==> config.mk <==
export PLATFORM = sky130hd
export DESIGN_NAME = x86_instruction_length_decoder
export DESIGN_NICKNAME = d
export VERILOG_FILES = /design/src/ild_pkg.sv /design/src/x86_instruction_length_decoder.sv /design/src/ild_decode.sv
export SDC_FILE = /design/constraint.sdc
export NUM_CORES = 1
export LEC_CHECK = 0
export ABC_AREA = 1
export BUFFER_PORTS_ARGS = -buffer_cell sky130_fd_sc_hd__buf_2
export CORE_ASPECT_RATIO = 1.2
export CORE_MARGIN = 1
export CORE_UTILIZATION = 40
export CTS_BUF_LIST = sky130_fd_sc_hd__clkbuf_16
export CTS_CLUSTER_SIZE = 25
export DETAILED_ROUTE_END_ITERATION = 6
export PLACE_DENSITY = 0.63
export SKIP_LAST_GASP = 1
export SLEW_MARGIN = 5
export SYNTH_ARGS = -nofsm -noshare
export SYNTH_HDL_FRONTEND = slang
export SYNTH_SLANG_ARGS = --single-unit
==> constraint.sdc <==
create_clock -name clk -period 4.3 [get_ports clk]
set_input_delay 0.645 -clock clk [delete_from_list [all_inputs] [get_ports clk]]
set_output_delay 0.645 -clock clk [all_outputs]
set_load 0.05 [all_outputs]
==> src/ild_pkg.sv <==
// shared types, class codes and opcode class tables for the instruction length decoder
package ild_pkg;

    // longest instruction before the decoder cuts it off
    localparam int MAX_LENGTH = 15;

    // opcode class codes, one nibble per opcode byte
    localparam logic [3:0] CLS_NONE      = 4'h0;
    localparam logic [3:0] CLS_ABS       = 4'h4;
    localparam logic [3:0] CLS_IMMW      = 4'h5;
    localparam logic [3:0] CLS_FAR       = 4'h6;
    localparam logic [3:0] CLS_REL8      = 4'h7;
    localparam logic [3:0] CLS_RELW      = 4'h8;
    localparam logic [3:0] CLS_MODRM     = 4'h9;
    localparam logic [3:0] CLS_MODRM_I8  = 4'hA;
    localparam logic [3:0] CLS_MODRM_IW  = 4'hB;
    localparam logic [3:0] CLS_GRP_I8    = 4'hC;
    localparam logic [3:0] CLS_GRP_IW    = 4'hD;
    localparam logic [3:0] CLS_PREFIX    = 4'hE;
    localparam logic [3:0] CLS_UNKNOWN   = 4'hF;

    // decode phase, one-hot
    typedef enum logic [3:0] {
        PH_PREFIX = 4'b0001,
        PH_MODRM  = 4'b0010,
        PH_SIB    = 4'b0100,
        PH_TAIL   = 4'b1000
    } phase_t;

    // per-instruction decode state
    typedef struct packed {
        phase_t      phase;
        logic [3:0]  op_class;
        logic [1:0]  size_mode;
        logic [7:0]  modrm_byte;
        logic [3:0]  bytes_seen;
        logic [3:0]  bytes_left;
        logic [3:0]  rel_pos;
        logic [2:0]  rel_bytes;
    } state_t;

    localparam state_t STATE_RESET = '{
        phase:      PH_PREFIX,
        op_class:   4'd0,
        size_mode:  2'd1,
        modrm_byte: 8'd0,
        bytes_seen: 4'd0,
        bytes_left: 4'd0,
        rel_pos:    4'd0,
        rel_bytes:  3'd0
    };

    // one finished instruction
    typedef struct packed {
        logic [3:0] length;
        logic       ip_rel;
        logic [3:0] ip_rel_pos;
        logic [2:0] ip_rel_len;
        logic       unknown_op;
        logic       too_long;
    } result_t;

    // class nibbles, low nibble for the even opcode, high nibble for the odd one
    localparam logic [7:0] CLASS_TAB_32 [128] = '{
        8'h99, 8'h99, 8'h51, 8'h00, 8'h99, 8'h99, 8'h51, 8'hf0,
        8'h99, 8'h99, 8'h51, 8'h00, 8'h99, 8'h99, 8'h51, 8'h00,
        8'h99, 8'h99, 8'h51, 8'h0e, 8'h99, 8'h99, 8'h51, 8'h0e,
        8'h99, 8'h99, 8'h51, 8'h0e, 8'h99, 8'h99, 8'h51, 8'h0e,
        8'h00, 8'h00, 8'h00, 8'h00, 8'h00, 8'h00, 8'h00, 8'h00,
        8'h00, 8'h00, 8'h00, 8'h00, 8'h00, 8'h00, 8'h00, 8'h00,
        8'h00, 8'h99, 8'hee, 8'hee, 8'hb5, 8'ha1, 8'h00, 8'h00,
        8'h77, 8'h77, 8'h77, 8'h77, 8'h77, 8'h77, 8'h77, 8'h77,
        8'hba, 8'haa, 8'h99, 8'h99, 8'h99, 8'h99, 8'h99, 8'h99,
        8'h00, 8'h00, 8'h00, 8'h00, 8'h00, 8'h06, 8'h00, 8'h00,
        8'h44, 8'h44, 8'h00, 8'h00, 8'h51, 8'h00, 8'h00, 8'h00,
        8'h11, 8'h11, 8'h11, 8'h11, 8'h55, 8'h55, 8'h55, 8'h55,
        8'haa, 8'h02, 8'h99, 8'hba, 8'h03, 8'h02, 8'h10, 8'h00,
        8'h99, 8'h99, 8'h11, 8'h00, 8'hff, 8'hff, 8'hff, 8'hff,
        8'h77, 8'h77, 8'h11, 8'h11, 8'h88, 8'h76, 8'h00, 8'h00,
        8'h0e, 8'hee, 8'h00, 8'hdc, 8'h00, 8'h00, 8'h00, 8'h99
    };

    localparam logic [7:0] CLASS_TAB_64 [128] = '{
        8'h99, 8'h99, 8'h51, 8'hff, 8'h99, 8'h99, 8'h51, 8'hf0,
        8'h99, 8'h99, 8'h51, 8'hff, 8'h99, 8'h99, 8'h51, 8'hff,
        8'h99, 8'h99, 8'h51, 8'hfe, 8'h99, 8'h99, 8'h51, 8'hfe,
        8'h99, 8'h99, 8'h51, 8'h0e, 8'h99, 8'h99, 8'h51, 8'h0e,
        8'hee, 8'hee, 8'hee, 8'hee, 8'hee, 8'hee, 8'hee, 8'hee,
        8'h00, 8'h00, 8'h00, 8'h00, 8'h00, 8'h00, 8'h00, 8'h00,
        8'hff, 8'h9f, 8'hee, 8'hee, 8'hb5, 8'ha1, 8'h00, 8'h00,
        8'h77, 8'h77, 8'h77, 8'h77, 8'h77, 8'h77, 8'h77, 8'h77,
        8'hba, 8'haf, 8'h99, 8'h99, 8'h99, 8'h99, 8'h99, 8'h99,
        8'h00, 8'h00, 8'h00, 8'h00, 8'h00, 8'h0f, 8'h00, 8'h00,
        8'h44, 8'h44, 8'h00, 8'h00, 8'h51, 8'h00, 8'h00, 8'h00,
        8'h11, 8'h11, 8'h11, 8'h11, 8'h66, 8'h66, 8'h66, 8'h66,
        8'haa, 8'h02, 8'hff, 8'hba, 8'h03, 8'h02, 8'h10, 8'h00,
        8'h99, 8'h99, 8'hff, 8'h0f, 8'hff, 8'hff, 8'hff, 8'hff,
        8'h77, 8'h77, 8'h11, 8'h11, 8'h88, 8'h7f, 8'h00, 8'h00,
        8'h0e, 8'hee, 8'h00, 8'hdc, 8'h00, 8'h00, 8'h00, 8'h99
    };

    // class of one opcode or prefix byte for the selected mode
    function automatic logic [3:0] class_of(input logic long_mode, input logic [7:0] b);
        logic [7:0] pair;
        pair = long_mode ? CLASS_TAB_64[b[7:1]] : CLASS_TAB_32[b[7:1]];
        return b[0] ? pair[7:4] : pair[3:0];
    endfunction

endpackage

==> src/x86_instruction_length_decoder.sv <==
// x86 instruction length decoder top level: decode state, mode register, result stage
// Takes one code byte per cycle and reports each instruction from a result register once
// its last byte is accepted. The decode of a byte is a single pass through
// the class table and ModRM/SIB logic, so a byte is accepted every cycle; a result
// register with a one-entry skid buffer behind it keeps the byte side running while a
// result waits, and code_ready drops only when both hold a request. long_mode (reset 1)
// picks the 64-bit or 32-bit opcode table and takes effect from the next byte.
module x86_instruction_length_decoder
    import ild_pkg::*;
(
    input  logic       clk,
    input  logic       rst_n,
    input  logic       cfg_we,
    input  logic       cfg_data,
    input  logic       code_valid,
    output logic       code_ready,
    input  logic [7:0] code_byte,
    output logic       result_valid,
    input  logic       result_ready,
    output logic [3:0] length,
    output logic       ip_rel,
    output logic [3:0] ip_rel_pos,
    output logic [2:0] ip_rel_len,
    output logic       unknown_op,
    output logic       too_long
);

    state_t  state_reg;
    state_t  state_next;
    logic    long_mode_reg;
    logic    done;
    result_t result_next;
    result_t out_reg;
    result_t skid_reg;
    logic    out_valid_reg;
    logic    skid_valid_reg;
    logic    code_take;
    logic    new_result;
    logic    out_free;

    // decode step
    ild_decode u_decode (
        .state      (state_reg),
        .long_mode  (long_mode_reg),
        .code_byte  (code_byte),
        .state_next (state_next),
        .done       (done),
        .result     (result_next)
    );

    assign code_ready = !skid_valid_reg;
    assign code_take  = code_valid && code_ready;
    assign new_result = code_take && done;
    assign out_free   = !out_valid_reg || result_ready;

    // mode register
    always_ff @(posedge clk or negedge rst_n)
    begin
        if (!rst_n)
            long_mode_reg <= 1'b1;
        else if (cfg_we)
            long_mode_reg <= cfg_data;
    end

    // decode state
    always_ff @(posedge clk or negedge rst_n)
    begin
        if (!rst_n)
            state_reg <= STATE_RESET;
        else if (code_take)
            state_reg <= state_next;
    end

    // result and skid valid flags
    always_ff @(posedge clk or negedge rst_n)
    begin
        if (!rst_n)
        begin
            out_valid_reg  <= 1'b0;
            skid_valid_reg <= 1'b0;
        end
        else if (out_free)
        begin
            out_valid_reg  <= skid_valid_reg || new_result;
            skid_valid_reg <= 1'b0;
        end
        else if (new_result)
        begin
            skid_valid_reg <= 1'b1;
        end
    end

    // result and skid payload
    always_ff @(posedge clk)
    begin
        if (out_free)
            out_reg <= skid_valid_reg ? skid_reg : result_next;
        else if (new_result)
            skid_reg <= result_next;
    end

    assign result_valid = out_valid_reg;
    assign length       = out_reg.length;
    assign ip_rel       = out_reg.ip_rel;
    assign ip_rel_pos   = out_reg.ip_rel_pos;
    assign ip_rel_len   = out_reg.ip_rel_len;
    assign unknown_op   = out_reg.unknown_op;
    assign too_long     = out_reg.too_long;

    // skid entry only fills behind a held result
    assert property (@(posedge clk) disable iff (!rst_n)
        skid_valid_reg |-> out_valid_reg)
        else $error("skid buffer holds a request with the result register empty");

    // a finished instruction restarts decoding from the prefix phase
    assert property (@(posedge clk) disable iff (!rst_n)
        new_result |=> (state_reg.bytes_seen == 4'd0) && (state_reg.phase == PH_PREFIX))
        else $error("decode state not cleared after a result");

    // unknown opcode reports no length
    assert property (@(posedge clk) disable iff (!rst_n)
        result_valid && unknown_op |-> (length == 4'd0) && !too_long && !ip_rel)
        else $error("unknown opcode request carries a length");

    // a cut-off instruction reports the full limit
    assert property (@(posedge clk) disable iff (!rst_n)
        result_valid && too_long |-> (length == 4'(MAX_LENGTH)) && (ip_rel_len == 3'd0))
        else $error("cut-off request with wrong length");

    // relative flag follows the field size
    assert property (@(posedge clk) disable iff (!rst_n)
        result_valid |-> (ip_rel == (ip_rel_len != 3'd0)))
        else $error("relative flag disagrees with relative field size");

endmodule

==> src/ild_decode.sv <==
// one-byte decode step: next decode state and the finished instruction, if any
module ild_decode
    import ild_pkg::*;
(
    input  state_t     state,
    input  logic       long_mode,
    input  logic [7:0] code_byte,
    output state_t     state_next,
    output logic       done,
    output result_t    result
);

    logic [3:0] seen;
    logic [3:0] wide;
    logic [3:0] cls;
    logic [3:0] mcls;
    logic [3:0] imm;
    logic [3:0] disp;
    logic [3:0] far_len;
    logic       rip_form;
    logic       sib;
    state_t     work;

    // values shared by the phases
    assign seen     = state.bytes_seen + 4'd1;
    assign wide     = (state.size_mode != 2'd0) ? 4'd4 : 4'd2;
    assign cls      = class_of(long_mode, code_byte);
    assign far_len  = 4'(5'd2 << state.size_mode);
    assign rip_form = (code_byte[7:6] == 2'b00) && (code_byte[2:0] == 3'd5);

    // group F6/F7 carries an immediate only for reg 0 and 1
    always_comb
    begin
        mcls = state.op_class;
        if (state.op_class == CLS_GRP_I8 || state.op_class == CLS_GRP_IW)
        begin
            mcls = (code_byte[5:3] > 3'd1) ? CLS_NONE : state.op_class - 4'd2;
        end
        imm = (mcls == CLS_MODRM_I8) ? 4'd1 : ((mcls == CLS_MODRM_IW) ? wide : 4'd0);
    end

    // state update per phase
    always_comb
    begin
        work            = state;
        work.bytes_seen = seen;
        disp            = 4'd0;
        sib             = 1'b0;
        unique case (state.phase)
            PH_MODRM:
            begin
                work.modrm_byte = code_byte;
                if (code_byte[7:6] == 2'b11)
                begin
                    disp = 4'd0;
                end
                else if (long_mode && rip_form)
                begin
                    work.rel_pos   = seen;
                    work.rel_bytes = 3'd4;
                    disp           = 4'd4;
                end
                else
                begin
                    if (rip_form)
                        disp = 4'd4;
                    else if (code_byte[7:6] == 2'b01)
                        disp = 4'd1;
                    else if (code_byte[7:6] == 2'b10)
                        disp = 4'd4;
                    sib = (code_byte[2:0] == 3'd4);
                end
                work.bytes_left = disp + imm;
                work.phase      = sib ? PH_SIB : PH_TAIL;
            end
            PH_SIB:
            begin
                if (code_byte[2:0] == 3'd5 && state.modrm_byte[7:6] == 2'b00)
                    work.bytes_left = state.bytes_left + 4'd4;
                work.phase = PH_TAIL;
            end
            PH_TAIL:
            begin
                if (state.bytes_left != 4'd0)
                    work.bytes_left = state.bytes_left - 4'd1;
            end
            default:
            begin
                if (cls == CLS_PREFIX)
                begin
                    if (code_byte[7:4] == 4'h4)
                        work.size_mode = code_byte[3] ? 2'd2 : 2'd1;
                    else if (code_byte == 8'h66)
                        work.size_mode = 2'd0;
                end
                else if (cls != CLS_UNKNOWN)
                begin
                    work.phase = PH_TAIL;
                    if (cls <= 4'd3)
                    begin
                        work.bytes_left = cls;
                    end
                    else if (cls == CLS_ABS)
                    begin
                        work.bytes_left = long_mode ? 4'd8 : 4'd4;
                    end
                    else if (cls == CLS_IMMW)
                    begin
                        work.bytes_left = wide;
                    end
                    else if (cls == CLS_FAR)
                    begin
                        work.bytes_left = long_mode ? far_len : 4'd2 + wide;
                    end
                    else if (cls == CLS_REL8 || cls == CLS_RELW)
                    begin
                        work.rel_pos    = seen;
                        work.rel_bytes  = (cls == CLS_REL8) ? 3'd1 : wide[2:0];
                        work.bytes_left = (cls == CLS_REL8) ? 4'd1 : wide;
                    end
                    else
                    begin
                        work.op_class = cls;
                        work.phase    = PH_MODRM;
                    end
                end
            end
        endcase
    end

    // completion: unknown opcode, last byte, or cut off at the length limit
    always_comb
    begin
        done       = 1'b1;
        result     = '0;
        state_next = STATE_RESET;
        if ((state.phase != PH_MODRM) && (state.phase != PH_SIB) &&
            (state.phase != PH_TAIL) && (cls == CLS_UNKNOWN))
        begin
            result.unknown_op = 1'b1;
        end
        else if (work.phase == PH_TAIL && work.bytes_left == 4'd0)
        begin
            result.length     = seen;
            result.ip_rel_pos = work.rel_pos;
            result.ip_rel_len = work.rel_bytes;
            result.ip_rel     = (work.rel_bytes != 3'd0);
        end
        else if (seen >= 4'(MAX_LENGTH))
        begin
            result.length   = 4'(MAX_LENGTH);
            result.too_long = 1'b1;
        end
        else
        begin
            done       = 1'b0;
            state_next = work;
        end
    end

endmodule

==> impl_metrics.json, run 1 <==
{
  "antenna_found_initial": 0,
  "pre_cts_ws_ns": -0.03273,
  "area_delta_synth_final_pct": 15.44,
  "setup_violations": 0,
  "io_pins": 30,
  "final_hold_viol_count": 0,
  "avgViaCountPerCell": 5.585,
  "cts_htree_levels": 3,
  "final_cell_mix": "nand2_1, nand3_1, nor2_1, inv_1, buf_4",
  "grt_pass1_wl_mm": 28.72,
  "numPortBuffers": 29,
  "yosysSeqAreaShare": 0.3110,
  "crit_path_start_kind": "primary input",
  "tightest_slew_ns": 0.7379,
  "antenna_left": 0,
  "initial_utilization": 0.4179,
  "worstPathRequired_ns": 4.34,
  "cts_num_sinks": 58,
  "drt_iter0_drc": 407,
  "status": "completed",
  "largest_reg_flops": 27,
  "cts_buffer_depth": 2,
  "cts_setup_buffers": 0,
  "cp_max_fo": 10,
  "drive_gt1_frac": 0.1832,
  "num_rows": 44,
  "final_util": 0.4824,
  "slew_viol_final": 0,
  "p_leak_nw": 2.908,
  "end_kind": "register",
  "fill_cells": 1286,
  "die-height_um": 126.1,
  "cts_tree": "built",
  "die_area_um2": 13280,
  "min_period_over_period": 0.9178,
  "routed_wl_mm": 17.98,
  "syn_area_per_cell_um2": 6.671,
  "pwr_density_cell_nw_per_um2": 568.3,
  "synth_top_area_frac": 0.1866,
  "wire_per_inst_um": 18.05,
  "yosysWarnings": 0,
  "cp.arrival_ns": 3.99,
  "antennaDiodeCount": 0,
  "ir_drop_mv": 0.2818,
  "grt-ovfl-total": 0,
  "min_path_type": "primary input to asynchronous set/reset pin",
  "max_slew_margin": 0.5068,
  "clockRootBuffer": "clkbuf_16",
  "synth_area_um2": 5130,
  "rsz0062_at_grt": "no",
  "max_freq_mhz": 253.4,
  "yosys.area.top_type": "nand2_1",
  "drc": 0,
  "vias": 5563,
  "cap_violations": 0,
  "ys_types": 43,
  "die_x_um": 105.4,
  "skew_ns": 0.005496,
  "cts_buffers": 9,
  "period_minus_slack_ns": 3.947,
  "syn_nets": 804,
  "clk-insertion-delay-late_ns": 0.33,
  "critPathKind": "primary input to register",
  "grt_use_total": 0.2801,
  "core_area_um2": 12280,
  "yosys_register_bits": 58,
  "synthCells": 769,
  "fin_ws_ns": 0.3534,
  "drt-pass1-iter-count": 5,
  "cts.clk_slew.worst_paths_ns": 0.05,
  "ys_top_cells_by_area": "nand2_1, edfxtp_1, dfrtp_1",
  "fin_nets": 865,
  "place.gp.congestion": 0.9600,
  "cts_hold_buffers": 0,
  "dpl.hpwl_mm": 13.93,
  "grt_pass1_vias": 5481,
  "grt_max_degree": 31,
  "final_common_cell": "nand2_1"
}
==> Yosys cell counts, drive strengths merged <==
library cell	n
nand2	271
nand3b	1
buf	20
nor2	91
xor2	2
o221ai	3
edfxtp	28
or2	1
dfrtp	27
nor3	5
nor4	4
a311oi	1
a31oi	2
a21boi	1
clkinv	1
nand4	7
o21ai	56
nand3	91
o22ai	7
o211ai	3
a32o	1
o2111ai	2
ha	21
a21oi	29
inv	72
o31ai	11
clkbuf	7
dfstp	3
xnor2	1
==> worst max-delay path, stage by stage <==
cell and delay (ns):
buf_2 0.21, buf_4 0.18, ha_2 0.31, nand2_1 0.17, o21ai_0 0.25, nand2_1 0.07
nor2_1 0.16, nand2_1 0.07, nand2_1 0.07, nand2_1 0.05, nand2_1 0.10, nand2_4 0.11
inv_2 0.11, nand2_1 0.15, nand3_2 0.14, nand2_1 0.06, nand2_1 0.07, nand2_1 0.05
nor2_1 0.12, nand2_1 0.08, nor2_1 0.10, nand3_1 0.10, nand2_1 0.14, nand2_1 0.11
nor2_1 0.15, buf_4 0.20
==> cell families (layout without fill, tap and decap cells) <==
family | Yosys count | after routing | synth area share
AOI/OAI and AO/OA | 116 | 116 | 0.1324
xor gates and xnor gates | 3 | 3 | 0.005123
buffers and inverters | 100 | 166 | 0.09098
adders and majority gates | 21 | 21 | 0.05122
and+or+nand+nor | 471 | 471 | 0.4093
DFF | 58 | 58 | 0.3110
==> cell type report <==
type                       count  area [um^2]  area share
inverter                      73        279.0     0.04712
multi-input combinational    611         3070      0.5185
timing repair buffer          77        505.5     0.08536
clock inverter                 7        45.04    0.007606
tap                          161        201.4     0.03402
sequential                    58         1595      0.2694
clock buffer                   9        225.2     0.03803
==> through the flow <==
| stage | cells | hold slack, ns | power (mW) | setup TNS (ns) | cell area [um^2] |
|---|---|---|---|---|---|
| after floorplan | 769 | 0.3494 | 2.165 | 0 | 5130 |
| after global placement | 980 | 0.4671 | 2.670 | -3.480 | 5649 |
| after detailed placement | 980 | 0.4723 | 2.694 | -0.4355 | 5649 |
| after CTS | 996 | 0.3947 | 3.356 | 0 | 5919 |
| after global routing | 996 | 0.4252 | 3.605 | 0 | 5922 |
| final | 996 | 0.3693 | 3.365 | 0 | 5922 |
==> layer usage <==
layer | vias to the layer above | GRT usage | wire (um)
met5 | - | 0 | 0
met4 | 0 | 0.2038 | 1194
met3 | 71 | 0.03313 | 875
met2 | 238 | 0.4961 | 9151
met1 | 2589 | 0.3077 | 6756
li1 | 2665 | - | -
==> report_power, final <==
part           internal (mW)  total, mW  switching, mW
Combinational          0.584       1.85           1.26
Clock                  0.387      0.651          0.264
Sequential             0.774      0.868         0.0935
==> final timing paths <==
check,cells past startpoint,slack [ns],start,endpoint
max,26,0.35,code_byte[2],skid_reg[9]$_DFFE_PP_
min,1,0.37,rst_n,state_reg[10]$_DFFE_PN0P_
max reg2reg,23,0.93,long_mode_reg$_DFFE_PN1P_,skid_reg[9]$_DFFE_PP_
min reg2reg,2,0.48,state_reg[4]$_DFFE_PN0P_,state_reg[4]$_DFFE_PN0P_
max in group asynchronous,1,3.47,rst_n,state_reg[1]$_DFFE_PN0P_
min in group clk,2,0.48,state_reg[4]$_DFFE_PN0P_,state_reg[4]$_DFFE_PN0P_
==> timing repair <==
action                                 in CTS  in global routing
endpoints found under the hold margin       0                  0
setup endpoints to repair                   0                 30
resized for setup                           0                  1
Note: power is estimated with default switching activity, not from simulation.
==> inputs of run 2 (changes only) <==
- BUFFER_PORTS_ARGS: -buffer_cell sky130_fd_sc_hd__buf_2 -> -buffer_cell sky130_fd_sc_hd__buf_4
==> impl_metrics.json, run 2 (same netlist as run 1, synthesis figures left out) <==
{
  "pwr-share-comb": 0.535,
  "slew_viol_final": 0,
  "cp.depth": 26,
  "drt-pass1-iter-count": 7,
  "critPathBufInv": 3,
  "cts_tree": "built",
  "regToRegSetupSlack_ns": 0.54,
  "ff_latch_area_um2": 1595,
  "p_leak_nw": 2.821,
  "die-height_um": 126.1,
  "core_area_um2": 12280,
  "antenna_left": 0,
  "grt_use_total": 0.2763,
  "clockPowerShare": 0.207,
  "cts_buffers": 9,
  "ir_drop_mv": 0.4314,
  "max_slew_margin": 0.5112,
  "fin_nets": 840,
  "cts_buffer_depth": 2,
  "drive_gt1_frac": 0.1568,
  "cts_setup_buffers": 0,
  "drc": 0,
  "end_kind": "register",
  "final_hold_viol_count": 0,
  "final_cell_mix": "nand2_1, nand3_1, nor2_1, inv_1, buf_4",
  "num_rows": 44,
  "period_minus_slack_ns": 4.087,
  "grt-ovfl-total": 0,
  "min_period_over_period": 0.9506,
  "numPortBuffers": 29,
  "status": "completed",
  "initial_utilization": 0.4179,
  "antenna_found_initial": 0,
  "r2r_start": "long_mode_reg$_DFFE_PN1P_",
  "cap_violations": 0,
  "wire_per_inst_um": 18.40,
  "fill_cells": 1259,
  "dp.cells": 955,
  "crit_start": "code_byte[1]",
  "p_int_mw": 1.790,
  "max_freq_mhz": 244.7,
  "io_pins": 30,
  "endpoint": "skid_reg[0]$_DFFE_PP_",
  "cts_htree_levels": 3,
  "final_common_cell": "nand2_1",
  "crit_slowest_cell": "ha_1",
  "crit_path_start_kind": "primary input",
  "routed_wl_mm": 17.87,
  "reg2reg_to": "skid_reg[0]$_DFFE_PP_",
  "pwr_density_cell_nw_per_um2": 578.8,
  "die_area_um2": 13280,
  "avgViaCountPerCell": 5.644,
  "p_sw_mw": 1.591,
  "worstPathRequired_ns": 4.33,
  "tightest_slew_ns": 0.7315,
  "cts.clk_slew.worst_paths_ns": 0.05,
  "setup_violations": 0,
  "largest_reg_flops": 27,
  "finalHoldWorstSlack_ns": 0.2528,
  "critPathKind": "primary input to register",
  "crit_family": "simple AND/OR/NAND/NOR gates",
  "place.gp.congestion": 1.042,
  "grt_pass1_wl_mm": 28.23,
  "drt_iter0_drc": 353,
  "dpl.hpwl_mm": 13.64,
  "area_delta_synth_final_pct": 13.88,
  "post_cts_resized": 0,
  "power_frac_seq": 0.258,
  "reg2reg_depth": 23,
  "cts_hold_buffers": 0,
  "cp_common_cell": "nand2_1",
  "antennaDiodeCount": 0,
  "place_area_um2": 5547,
  "rsz0062_at_grt": "no",
  "cp_max_fo": 7,
  "clockRootBuffer": "clkbuf_16",
  "cts_num_sinks": 58,
  "die_x_um": 105.4,
  "final_util": 0.4758,
  "fin_ws_ns": 0.2126,
  "multi_input_area_um2": 3068,
  "clk-insertion-delay-late_ns": 0.33,
  "sw_frac_of_total": 0.4707,
  "finalNonFillerCells": 971,
  "grt_max_degree": 31,
  "vias": 5480,
  "cp.arrival_ns": 4.12,
  "crit_path_max_incr_delay_ns": 0.41,
  "pre_cts_ws_ns": -0.006070,
  "min_path_type": "primary input to asynchronous set/reset pin",
  "fin_area_um2": 5842,
  "grt_pass1_vias": 5281,
  "skew_ns": 0.006428
}
[run 2: per-layer routing]
layer	track usage	vias to the layer above	wire, um
met5	0	-	0
met4	0.1889	0	1257
met3	0.02692	76	761
met2	0.4884	223	8905
met1	0.3127	2564	6947
li1	-	2617	-
[run 2: stage by stage]
stage          TNS [ns]  power, mW
3_3_place_gp    -0.1199      2.654
6_report              0      3.381
4_1_cts               0      3.381
2_1_floorplan         0      2.165
3_5_place_dp   -0.04074      2.668
5_1_grt               0      3.623
[run 2: area by class of cell]
cell class,instances,area share
Inverter,73,0.04776
Clock buffer,9,0.03855
Timing Repair Buffer,52,0.06897
Tap cell,161,0.03448
Sequential cell,58,0.2731
Clock inverter,7,0.01199
Multi-Input combinational cell,611,0.5252
[run 2: worst min path at each step]
stage,endpoint,slack [ns],cells after the start,startpoint
2_1_floorplan,result_valid$_DFFE_PN0N_,0.35,0,rst_n
3_3_place_gp,state_reg[28]$_DFFE_PN0P_,0.46,2,state_reg[28]$_DFFE_PN0P_
3_5_place_dp,state_reg[3]$_DFFE_PN0P_,0.47,2,state_reg[3]$_DFFE_PN0P_
4_1_cts,state_reg[22]$_DFFE_PN0P_,0.26,1,rst_n
5_1_grt,state_reg[22]$_DFFE_PN0P_,0.28,1,rst_n
6_report,state_reg[10]$_DFFE_PN0P_,0.25,1,rst_n
[run 2: power by group through the flow]
stage	combinational, mW	clock, mW	sequential, mW
3_3_place_gp	1.78	0	0.876
4_1_cts	1.80	0.708	0.874
5_1_grt	2.00	0.736	0.891
2_1_floorplan	1.19	0	0.971
6_report	1.81	0.699	0.874
3_5_place_dp	1.79	0	0.881
==> inputs of run 3 (changes only) <==
- CTS_BUF_LIST: sky130_fd_sc_hd__clkbuf_16 -> not set
- PLACE_DENSITY: 0.63 -> 0.65
- clock period: 4.3 -> 3.65 ns (I/O delays scaled with it)
==> impl_metrics.json, run 3 (same netlist as run 1, synthesis figures left out) <==
{
  "min_path_type": "primary input to asynchronous set/reset pin",
  "die_x_um": 105.4,
  "place_area_um2": 6147,
  "cts_buffer_depth": 2,
  "antennaDiodeCount": 0,
  "die-height_um": 126.1,
  "die_area_um2": 13280,
  "cts_buffers": 9,
  "dp.cells": 1028,
  "tightest_slew_ns": 0.7584,
  "core_area_um2": 12280,
  "fill_cells": 1205,
  "worstPathRequired_ns": 3.70,
  "clk-insertion-delay-late_ns": 0.34,
  "fin_nets": 916,
  "min_period_over_period": 0.9311,
  "area_delta_synth_final_pct": 28.29,
  "numPortBuffers": 29,
  "largest_reg_flops": 27,
  "drc": 0,
  "status": "completed",
  "avgViaCountPerCell": 5.372,
  "cts.clk_slew.worst_paths_ns": 0.05,
  "max_slew_margin": 0.4932,
  "cap_violations": 0,
  "crit_path_max_incr_delay_ns": 0.18,
  "cts_htree_levels": 3,
  "fin_area_um2": 6581,
  "cp_common_cell": "nand2_1",
  "num_rows": 44,
  "antenna_left": 0,
  "wire_per_inst_um": 16.02,
  "critPathKind": "primary input to register",
  "cp.arrival_ns": 3.45,
  "final_common_cell": "nand2_1",
  "routed_wl_mm": 16.77,
  "cts_num_sinks": 58,
  "grt_pass1_vias": 5448,
  "final_hold_viol_count": 0,
  "crit_path_start_kind": "primary input",
  "setup_violations": 0,
  "p_leak_nw": 3.243,
  "critPathBufInv": 5,
  "max_freq_mhz": 294.3,
  "skew_ns": 0.007318,
  "place.gp.congestion": 1.007,
  "antenna_found_initial": 0,
  "end_kind": "register",
  "grt_max_degree": 31,
  "grt_pass1_wl_mm": 27.15,
  "vias": 5625,
  "cp_max_fo": 5,
  "crit_slowest_cell": "ha_2",
  "drive_gt1_frac": 0.2427,
  "cts_tree": "built",
  "grt_use_total": 0.2627,
  "finalNonFillerCells": 1047,
  "ir_drop_mv": 0.4259,
  "grt-ovfl-total": 0,
  "dpl.hpwl_mm": 13.10,
  "period_minus_slack_ns": 3.398,
  "pwr_density_cell_nw_per_um2": 659.1,
  "slew_viol_final": 0,
  "drt-pass1-iter-count": 6,
  "drt_iter0_drc": 348,
  "cts_hold_buffers": 0,
  "final_cell_mix": "nand2_1, buf_4, nand3_1, nor2_1, inv_1",
  "initial_utilization": 0.4179,
  "io_pins": 30,
  "crit_family": "simple AND/OR/NAND/NOR gates",
  "clockRootBuffer": "clkbuf_16"
}
[run 3: per-stage QoR]
stage | total power [mW] | setup TNS (ns) | worst slack (ns) | hold slack (ns) | utilization
floorplan | 2.552 | 0 | 0.02813 | 0.2519 | -
global placement | 3.225 | -3.350 | -0.1341 | 0.4686 | 0.5007
detailed placement | 3.248 | -3.881 | -0.1455 | 0.4728 | 0.5007
CTS | 4.259 | 0 | 0.1942 | 0.1509 | 0.5293
global route | 4.645 | -0.01032 | -0.01032 | 0.1713 | 0.5361
finish | 4.338 | 0 | 0.2516 | 0.1448 | 0.5361
[run 3: final cells by class]
| cell class | count | area, um^2 | area share |
|---|---|---|---|
| timing repair buffer | 128 | 1042 | 0.1584 |
| inverter | 73 | 281.5 | 0.04278 |
| sequential | 58 | 1595 | 0.2424 |
| tap | 161 | 201.4 | 0.03061 |
| multi-input combinational | 611 | 3110 | 0.4726 |
| clock buffer | 9 | 225.2 | 0.03422 |
| clock inverter | 7 | 125.1 | 0.01901 |
[run 3: worst reg2reg max path, cell delays in order, from the launching register on]
cell and delay, ns:
dfstp_2 0.53, inv_1 0.17, nand3_1 0.14, nand3_1 0.08, nand2_1 0.06, nand3_1 0.07
nor2_1 0.15, nand2_1 0.11, nand2_4 0.12, inv_4 0.06, nor2_8 0.13, buf_4 0.13
nand3_1 0.07, nand4_1 0.12, nand2_1 0.06, nand3_1 0.08, nand2_1 0.09, nor2_2 0.12
nand3_2 0.12, nand2_2 0.12, nand2_2 0.08, nor2_4 0.17, buf_6 0.15
[run 3: power by group]
group          internal (mW)  switching, mW
sequential             0.912          0.114
clock                  0.672          0.321
combinational          0.818           1.50
total                   2.40           1.94
[run 3: repair_timing]
action                                 in CTS  in global routing
resized for setup                           0                 19
buffers inserted                            0                  3
setup endpoints to repair                   0                 41
endpoints found under the hold margin       0                  0
[run 3: routing by layer]
layer,part of all wire,vias up,GRT usage,wire length (um)
met5,0,-,0,0
met4,0.063,0,0.1715,1052
met3,0.045,76,0.03778,749
met2,0.50,212,0.4748,8467
met1,0.39,2564,0.2843,6504
li1,-,2773,-,-
[run 3: final timing paths]
check | startpoint | to | slack [ns] | cells past startpoint
worst max-delay path | code_byte[2] | skid_reg[9]$_DFFE_PP_ | 0.25 | 27
worst min-delay path | rst_n | result_valid$_DFFE_PN0N_ | 0.14 | 1
worst max register to register | long_mode_reg$_DFFE_PN1P_ | skid_reg[9]$_DFFE_PP_ | 0.43 | 22
worst min register to register | state_reg[3]$_DFFE_PN0P_ | state_reg[3]$_DFFE_PN0P_ | 0.49 | 2
max in group asynchronous | rst_n | long_mode_reg$_DFFE_PN1P_ | 3.18 | 1
min in group clk | cfg_we | long_mode_reg$_DFFE_PN1P_ | 0.37 | 2
